<file path="src/design/spq_pkg.sv">
// ----------------------------------------------------------------------------
// Sorted priority queue package
// Shared sizes, command and status codes, and transaction types.
// ----------------------------------------------------------------------------
package spq_pkg;

   localparam int DEPTH       = 16;
   localparam int COUNT_WIDTH = $clog2(DEPTH + 1);

   localparam logic CMD_ENQUEUE = 1'b0;
   localparam logic CMD_DEQUEUE = 1'b1;

   localparam logic [1:0] ST_ADDED   = 2'd0;
   localparam logic [1:0] ST_FULL    = 2'd1;
   localparam logic [1:0] ST_REMOVED = 2'd2;
   localparam logic [1:0] ST_EMPTY   = 2'd3;

   typedef struct packed {
      logic               cmd;
      logic signed [31:0] item_value;
      logic        [7:0]  item_priority;
   } spq_req_type;

   typedef struct packed {
      logic        [1:0]  status;
      logic signed [31:0] out_value;
      logic        [7:0]  out_priority;
   } spq_rsp_type;

   typedef struct packed {
      logic signed [31:0] value;
      logic        [7:0]  prio;
   } spq_entry_type;

   typedef struct packed {
      logic          enq;
      logic          deq;
      spq_entry_type item;
   } spq_ctl_type;

endpackage

</file>
<file path="src/design/spq_cell.sv">
// ----------------------------------------------------------------------------
// Sorted priority queue cell
// Holds one entry; keeps, loads the new item, or shifts from a neighbor.
// ----------------------------------------------------------------------------
module spq_cell import spq_pkg::*; (
   input  logic          clock,
   input  spq_ctl_type   ctl,
   input  logic          occ,
   input  logic          left_keep,
   input  spq_entry_type left_entry,
   input  spq_entry_type right_entry,
   output logic          keep,
   output spq_entry_type entry
);

   spq_entry_type entry_ff;
   spq_entry_type entry_in;

   assign keep  = occ && (entry_ff.prio > ctl.item.prio);
   assign entry = entry_ff;

   always_comb begin
      entry_in = entry_ff;
      if (ctl.enq) begin
         if (!keep) begin
            entry_in = left_keep ? ctl.item : left_entry;
         end
      end else if (ctl.deq) begin
         entry_in = right_entry;
      end
   end

   always_ff @(posedge clock) begin
      entry_ff <= entry_in;
   end

endmodule

</file>
<file path="src/design/sorted_priority_queue_unit.sv">
// ----------------------------------------------------------------------------
// Sorted priority queue unit
// Bounded queue of value/priority entries kept sorted, highest first.
// ----------------------------------------------------------------------------
// Usage:
//   Issue a transaction by raising start with req_item; it is taken at any
//   rising edge where start is high and busy is low. busy stays low, so one
//   transaction may be issued every cycle. cmd enqueue inserts the item ahead
//   of all entries of lower or equal priority; cmd dequeue removes the head.
//   Every transaction returns exactly one result on rsp_item, marked by a
//   one-cycle rsp_valid pulse in the cycle after it is taken.
//   Status reports added, full (refused), removed, or empty.
//   Throughput is one transaction per cycle: a row of DEPTH cells compares
//   the new priority in parallel and shifts entries one slot per cycle.
//   Reset empties the queue at once; no clearing pass is needed.
//   The receiver cannot stall; each result must be taken when shown.
// ----------------------------------------------------------------------------
module sorted_priority_queue_unit import spq_pkg::*; (
   input  logic        clock,
   input  logic        reset,
   input  logic        start,
   output logic        busy,
   input  spq_req_type req_item,
   output logic        rsp_valid,
   output spq_rsp_type rsp_item
);

   logic [COUNT_WIDTH-1:0] count_ff;
   logic [COUNT_WIDTH-1:0] count_in;
   logic                   rsp_valid_ff;
   logic                   rsp_valid_in;
   spq_rsp_type            rsp_item_ff;
   spq_rsp_type            rsp_item_in;

   spq_ctl_type    ctl;
   spq_entry_type  ent [DEPTH];
   logic [DEPTH-1:0] keep;
   logic [DEPTH-1:0] occ;
   logic           accept;
   logic           full;
   logic           empty;

   assign busy   = 1'b0;
   assign accept = start && !busy;
   assign full   = (count_ff == COUNT_WIDTH'(DEPTH));
   assign empty  = (count_ff == '0);

   assign ctl.enq       = accept && (req_item.cmd == CMD_ENQUEUE) && !full;
   assign ctl.deq       = accept && (req_item.cmd == CMD_DEQUEUE) && !empty;
   assign ctl.item.value = req_item.item_value;
   assign ctl.item.prio  = req_item.item_priority;

   for (genvar i = 0; i < DEPTH; i++) begin : g_cell
      spq_entry_type left_entry;
      spq_entry_type right_entry;
      logic          left_keep;

      assign occ[i] = (COUNT_WIDTH'(i) < count_ff);

      if (i == 0) begin : g_head
         assign left_keep  = 1'b1;
         assign left_entry = ctl.item;
      end else begin : g_body
         assign left_keep  = keep[i-1];
         assign left_entry = ent[i-1];
      end

      if (i == DEPTH - 1) begin : g_tail
         assign right_entry = ent[i];
      end else begin : g_inner
         assign right_entry = ent[i+1];
      end

      spq_cell u_cell (
         .clock       (clock),
         .ctl         (ctl),
         .occ         (occ[i]),
         .left_keep   (left_keep),
         .left_entry  (left_entry),
         .right_entry (right_entry),
         .keep        (keep[i]),
         .entry       (ent[i])
      );
   end

   always_comb begin
      count_in = count_ff;
      if (ctl.enq) begin
         count_in = count_ff + COUNT_WIDTH'(1);
      end else if (ctl.deq) begin
         count_in = count_ff - COUNT_WIDTH'(1);
      end
   end

   always_comb begin
      rsp_valid_in = accept;
      rsp_item_in  = '0;
      if (req_item.cmd == CMD_ENQUEUE) begin
         rsp_item_in.status = full ? ST_FULL : ST_ADDED;
      end else if (empty) begin
         rsp_item_in.status = ST_EMPTY;
      end else begin
         rsp_item_in.status       = ST_REMOVED;
         rsp_item_in.out_value    = ent[0].value;
         rsp_item_in.out_priority = ent[0].prio;
      end
   end

   always_ff @(posedge clock) begin
      if (reset) begin
         count_ff     <= '0;
         rsp_valid_ff <= 1'b0;
      end else begin
         count_ff     <= count_in;
         rsp_valid_ff <= rsp_valid_in;
      end
   end

   always_ff @(posedge clock) begin
      rsp_item_ff <= rsp_item_in;
   end

   assign rsp_valid = rsp_valid_ff;
   assign rsp_item  = rsp_item_ff;

`ifndef NO_ASSERTIONS
   a_count_bound: assert property (@(posedge clock) disable iff (reset)
      count_ff <= COUNT_WIDTH'(DEPTH))
      else $error("entry count exceeds depth");

   a_rsp_follows_req: assert property (@(posedge clock) disable iff (reset)
      rsp_valid |-> $past(start && !busy))
      else $error("result without a taken transaction");

   a_full_refusal: assert property (@(posedge clock) disable iff (reset)
      (rsp_valid && rsp_item.status == ST_FULL)
         |-> $past(count_ff) == COUNT_WIDTH'(DEPTH))
      else $error("full refusal while space remained");

   a_head_sorted: assert property (@(posedge clock) disable iff (reset)
      (count_ff >= COUNT_WIDTH'(2)) |-> ent[0].prio >= ent[1].prio)
      else $error("head entry out of order");
`endif

endmodule
</file>
<file path="config.mk">
export PLATFORM = sky130hd
export DESIGN_NAME = sorted_priority_queue_unit
export DESIGN_NICKNAME = d
export VERILOG_FILES = /design/src/design/spq_pkg.sv /design/src/design/spq_cell.sv /design/src/design/sorted_priority_queue_unit.sv
export SDC_FILE = /design/constraint.sdc
export NUM_CORES = 2
export LEC_CHECK = 0
export BUFFER_PORTS_ARGS = -buffer_cell sky130_fd_sc_hd__buf_4
export CAP_MARGIN = 20
export CORE_ASPECT_RATIO = 0.75
export CORE_MARGIN = 4
export CORE_UTILIZATION = 33
export DETAILED_ROUTE_END_ITERATION = 6
export PLACE_DENSITY_LB_ADDON = 0.05
export SLEW_MARGIN = 20
export SYNTH_ARGS = -nofsm -noshare
export SYNTH_HDL_FRONTEND = slang
export SYNTH_SLANG_ARGS = --single-unit
</file>
<file path="constraint.sdc">
create_clock -name clock -period 5.2 [get_ports clock]
set_input_delay 0.52 -clock clock [delete_from_list [all_inputs] [get_ports clock]]
set_output_delay 0.52 -clock clock [all_outputs]
set_load 0.1 [all_outputs]
</file>
# ---- Word-level counts from Yosys, hierarchy flattened
# Index checks and enable logic that the tools add are counted.
dict set report totals {
  mem_bits_rw 0
  latch_bits 0
  mem_bits_ro 0
  memories 0
  output_inout_bits 44
  word_cells 195
  inputBits 44
  ff_bits 688
}
dict set report classes {
  add_sub_neg 2
  mul 0
  div_mod_pow 0
  shifts 0
  n_lt_le_gt_ge 32
  n_bitwise 2
  reduce_logical 41
  eq_ne 16
  muxes 65
}
# cell count
set op_table {}
lappend op_table {{2-to-1 mux 40 bit} 60}
lappend op_table {{greater-than comparator 8 bit} 16}
lappend op_table {{less-than comparator 4 x 5 -> 1 bit (first input constant)} 8}
lappend op_table {{AND reduction 2 bit} 16}
lappend op_table {{!= test 2 bit (second input constant)} 15}
lappend op_table {{logical AND 1 bit} 20}
lappend op_table {{less-than comparator 3 x 5 -> 1 bit (first input constant)} 4}
lappend op_table {{less-than comparator 1 x 5 -> 1 bit (first input constant)} 2}
lappend op_table {{less-than comparator 2 x 5 -> 1 bit (first input constant)} 2}
lappend op_table {{2-to-1 mux 5 bit} 2}
lappend op_table {{adder 5 x 1 -> 5 bit (second input constant)} 1}
lappend op_table {{== test 5 bit (second input constant)} 1}
lappend op_table {{zero test 5 bit} 1}
lappend op_table {{subtractor 5 x 1 -> 5 bit (second input constant)} 1}
lappend op_table {{zero test 1 bit} 2}
lappend op_table {{2-to-1 mux 1 bit} 2}
lappend op_table {{2-to-1 mux 2 bit} 1}
lappend op_table {{NOT 1 bit} 2}
lappend op_table {{nonzero test 2 bit} 1}
lappend op_table {{OR reduction 2 bit} 1}

# ---- Depth between registers and ports, before layout
dict set report logic_depth {
  word_depth 5
  depth_mapped 11
  ltp_nobuf 7
}

# ---- By module
# A second synthesis with hierarchy kept.
dict set report unflattened {
  hier_cells 3449
  area_unflattened_um2 38984.9
}
# mod seq_area_each_um2 area_per_inst_um2 instances cells_per_inst
set modules_own_cells {}
lappend modules_own_cells {spq_cell 1201.2 2328.5 16 205}
lappend modules_own_cells {sorted_priority_queue_unit 960.9 1729.2 1 169}

# ---- Worst setup path after synthesis
# No wires, ideal clock.
dict set report synth_path {
  path_type {input port to flip-flop}
  start {input req_item[5] in the netlist's numbering}
  end {register g_cell[2].u_cell.entry_ff (netlist bit g_cell[2].u_cell.entry[0]), enable pin}
  required_ns 4.707
  slack_ns -0.348
  cell_stages 9
  arrival_ns 5.055
  setup_ns 0.493
  n_path_buf 2
  cell_sequence {inv_1 ha_1 a211oi_1 o21bai_1 mux2_2 and3_1 clkbuf_1 clkbuf_1 o21ai_0}
}
dict set report synth_via {
  elab_chain_cells 4
}
# element line
set synth_rtl {}
lappend synth_rtl {{from (decl)} sorted_priority_queue_unit.sv:23} ;# input spq_req_type req_item,
lappend synth_rtl {{greater-than comparator 8 bit} spq_cell.sv:19} ;# assign keep = occ && (entry_ff.prio > ctl.item.prio);
lappend synth_rtl {{logical AND 1 bit} spq_cell.sv:19}
lappend synth_rtl {{!= test 2 bit (no source line)} n/a}
lappend synth_rtl {{AND reduction 2 bit (no source line)} n/a}
lappend synth_rtl {{to (signal assigned)} spq_cell.sv:34} ;# entry_ff <= entry_in;
lappend synth_rtl {{to (decl)} spq_cell.sv:16} ;# spq_entry_type entry_ff;
# Every way passes these cells.
# A chain may end at the register's enable or synchronous reset.

==> run summary <==
• finished, final reports clean — status
• flip-flop to flip-flop — Setup CP Type
• 5 — number of iterations in the first detailed-routing pass
• 2927 — Post-Syn Nets
• 2859 — final layout net count
• 513.7 nW/um^2 — power per cell area
• 0 — number of gates resized after CTS
• 107400 um^2 — standard cell core area
• 688 — number of clock sinks
• edfxtp_1 — library cell with the highest instance count after synthesis
• 6 — initial antenna violation count
• 3.742 ns — final worst path period need
• 0.06 ns — clock-pin slew of the registers on the worst-case setup and hold paths
• 141 — maximum fanout count along the critical path
• 12.98 um^2 — Avg Cell Area, Syn
• 2751 — gate count after technology mapping
• edfxtp_1 — dominant synthesized flop cell
• 71.96% — Final period util
• 25.61 um — routed length per instance
• 33.99% — fraction of power spent switching nets
• 0 — Max-Cap Viols
• 22.14k — vias in the first global route
• 0.8064 — final estimated routing congestion in global placement
• input port to flip-flop — worst min-delay path category
• edfxtp_1 54%, a221o_1 16%, nor2b_1 9.0% — ranking of synthesized cells by area
• 79 — clock buffers created by TritonCTS
• 0 — Final Hold Viols
• 156000 um — first-pass GRT wire length
• 0 — total DRC errors in the routed layout
• 4.13 ns — data arrival time at the worst-slack endpoint
• 14.38 nW — leakage dissipation
• 11.92% — growth of design area from synthesis to finish
• 35700 um^2 — area of the mapped netlist
• 53.83% — portion of synthesized cell area occupied by the leading cell type
• 688 — number of synthesized register bits
• 0.01355 W — Int Pwr
• 1.46 ns — reg2reg setup slack
• built — TritonCTS clock tree
• 5.59 ns — Data required, critical path
• 113600 um^2 — die area
• 33.25% — initial core utilization
• flip-flop — element type at the critical path start
• 0 — number of setup buffers added after CTS
• 21.64% — Relative slew margins
• 0 ns — Setup TNS Final
• 45.8% — Reg power frac
• 26.6% — Clock power frac
• 1.458 ns — post-layout worst setup margin
• 0 — post-route antenna net violation count
• 62 — number of distinct library cells after synthesis
• 3 — H-tree level count
• 18.18% — total routing resource utilization after global routing
• 0.02766 ns — worst-case clock skew
• 0.006977 W — Net Sw Power
• 142 — maximum number of pins on one net before global-route repair
• 0 — hold buffers post-CTS
• 78230 um — total half-perimeter wirelength after legalization and detailed placement
• 0.66 ns — Skew-Pair Late Insertion Delay
• 1.174 ns — actual slew at the worst max-slew pin
• 640 — number of enable flip-flop cells after synthesis
• 0 — aggregate global routing overflow
• edfxtp_1 — cell type with the largest total area after synthesis
• 56.53% — register area share after synthesis
• 86 — count of input and output buffers
• no — setup repair after global routing missed its margin
• 0.3113 mV — VDD IR-drop max
• 292.8 um — height of the die
• 387.8 um — overall die width
• 0 — total count of max-transition violations in the final report
• 1.132 ns — Placement Setup Slack
• 0 — final number of setup-violating endpoints
• flip-flop — critical path endpoint category
• 640 x edfxtp_1, 559 x a221o_1, 516 x nor2b_1 — Commonest cells post-synth
• 104 — Placement Rows
• 2552 — Starting DRT DRC Count
• 88 — I/O pin count
• 0 — Warnings, synthesis
• 27.6% — combinational power share
• 5.633 — vias per inst
• 23.51k — overall via count from detail_route
• 267.2 MHz — top achievable clock speed
• 0% — async set or reset register ratio after synthesis
• clkbuf_16 — cell at the root of the clock tree
• 3 — Bufs on Longest Clock Path
• 106900 um — total length of routed wires
• 12.44% — fraction of layout cells with a size suffix above 1
[routing by layer]
layer,up-vias,wire length (um),GRT usage [%]
li1,10870,-,-
met3,152,7251,3.127
met5,-,0,0
met2,883,36750,21.11
met1,11610,60690,32.50
met4,0,2192,4.100
[power groups by stage]
stage	Clock, W	Combinational, W	Sequential (W)
finish	0.00545	0.00566	0.00941
global route	0.00584	0.00620	0.00952
CTS	0.00560	0.00566	0.00937
detailed placement	0	0.00566	0.00948
global placement	0	0.00550	0.00945
floorplan	0	0.00378	0.00937
[final cells by class]
class	instances	area, um^2
antenna	1	2.502
fill	10280	67400
sequential	688	20180
inverter	32	120.1
multi-input combinational	1733	14170
timing repair buffer	149	1229
tap	1431	1790
clock buffer	105	2147
clock inverter	35	319.1
[cell usage in the layout, fill, tap and decap left out, drive strengths merged, types with 3 or more instances in the layout]
cell / n
clkbuf: 105
o31a: 6
a221o: 559
clkinvlp: 4
xnor2: 3
nand3: 7
and4: 5
a211o: 7
o21bai: 3
mux2: 43
a31oi: 4
and3: 44
nand4: 25
a21o: 46
ha: 132
nand2b: 6
and2: 35
nor3: 16
and3b: 5
nor2b: 516
dfxtp: 48
o21ai: 32
a211oi: 12
nand2: 57
nor2: 41
and2b: 4
clkinv: 25
o211ai: 17
a31o: 4
bufinv: 5
or2: 7
a21oi: 68
buf: 149
nand3b: 4
edfxtp: 640
inv: 33
or3: 3
[worst paths after layout]
check                       startpoint  cells after the start                         end
max                        count_ff[1]                      8  g_cell[6].u_cell.entry[39]
min                              reset                      2                 count_ff[4]
max reg2reg                count_ff[1]                      8  g_cell[6].u_cell.entry[39]
min reg2reg  g_cell[0].u_cell.entry[8]                      1                 rsp_item[8]
[worst max-delay path: stages, from the launching register on]
cell	delay, ns
dfxtp_1	0.51
inv_1	0.15
ha_1	0.22
nor4bb_4	0.19
nor3_4	0.77
buf_12	0.45
buf_12	0.53
nor2b_1	0.12
a221o_1	0.27
[flip-flops by register name, indices dropped and copies added (netlist names)]
| register | count |
|---|---|
| count_ff | 5 |
| rsp_item | 42 |
| rsp_valid | 1 |
| g_cell.u_cell.entry | 640 |
[metrics by stage]
| stage | std cells | hold slack (ns) | area [um^2] | total power, W | utilization [%] |
|---|---|---|---|---|---|
| global route | 4173 | 0.08691 | 39950 | 0.02156 | 37.22 |
| finish | 4174 | 0.1089 | 39950 | 0.02053 | 37.22 |
| detailed placement | 4031 | 0.5242 | 37430 | 0.01514 | 34.87 |
| global placement | 4030 | 0.5293 | 37410 | 0.01495 | 34.85 |
| floorplan | 2751 | 0.4781 | 35700 | 0.01315 | - |
| CTS | 4171 | 0.06036 | 39900 | 0.02063 | 37.16 |
[kinds of logic (layout without fill, tap and decap cells)]
family | count (synthesis) | in the layout | share of synthesized area, %
other | 1 | 2 | 0.01050
xor gates and xnor gates | 3 | 3 | 0.07362
and+or+nand+nor | 782 | 782 | 13.20
DFF | 688 | 688 | 56.53
AOI/OAI and AO/OA | 771 | 771 | 19.52
adders and majority gates | 132 | 132 | 4.626
buffers and inverters | 330 | 321 | 4.661
muxes | 44 | 44 | 1.384
Power figures use the tool's default switching activity.
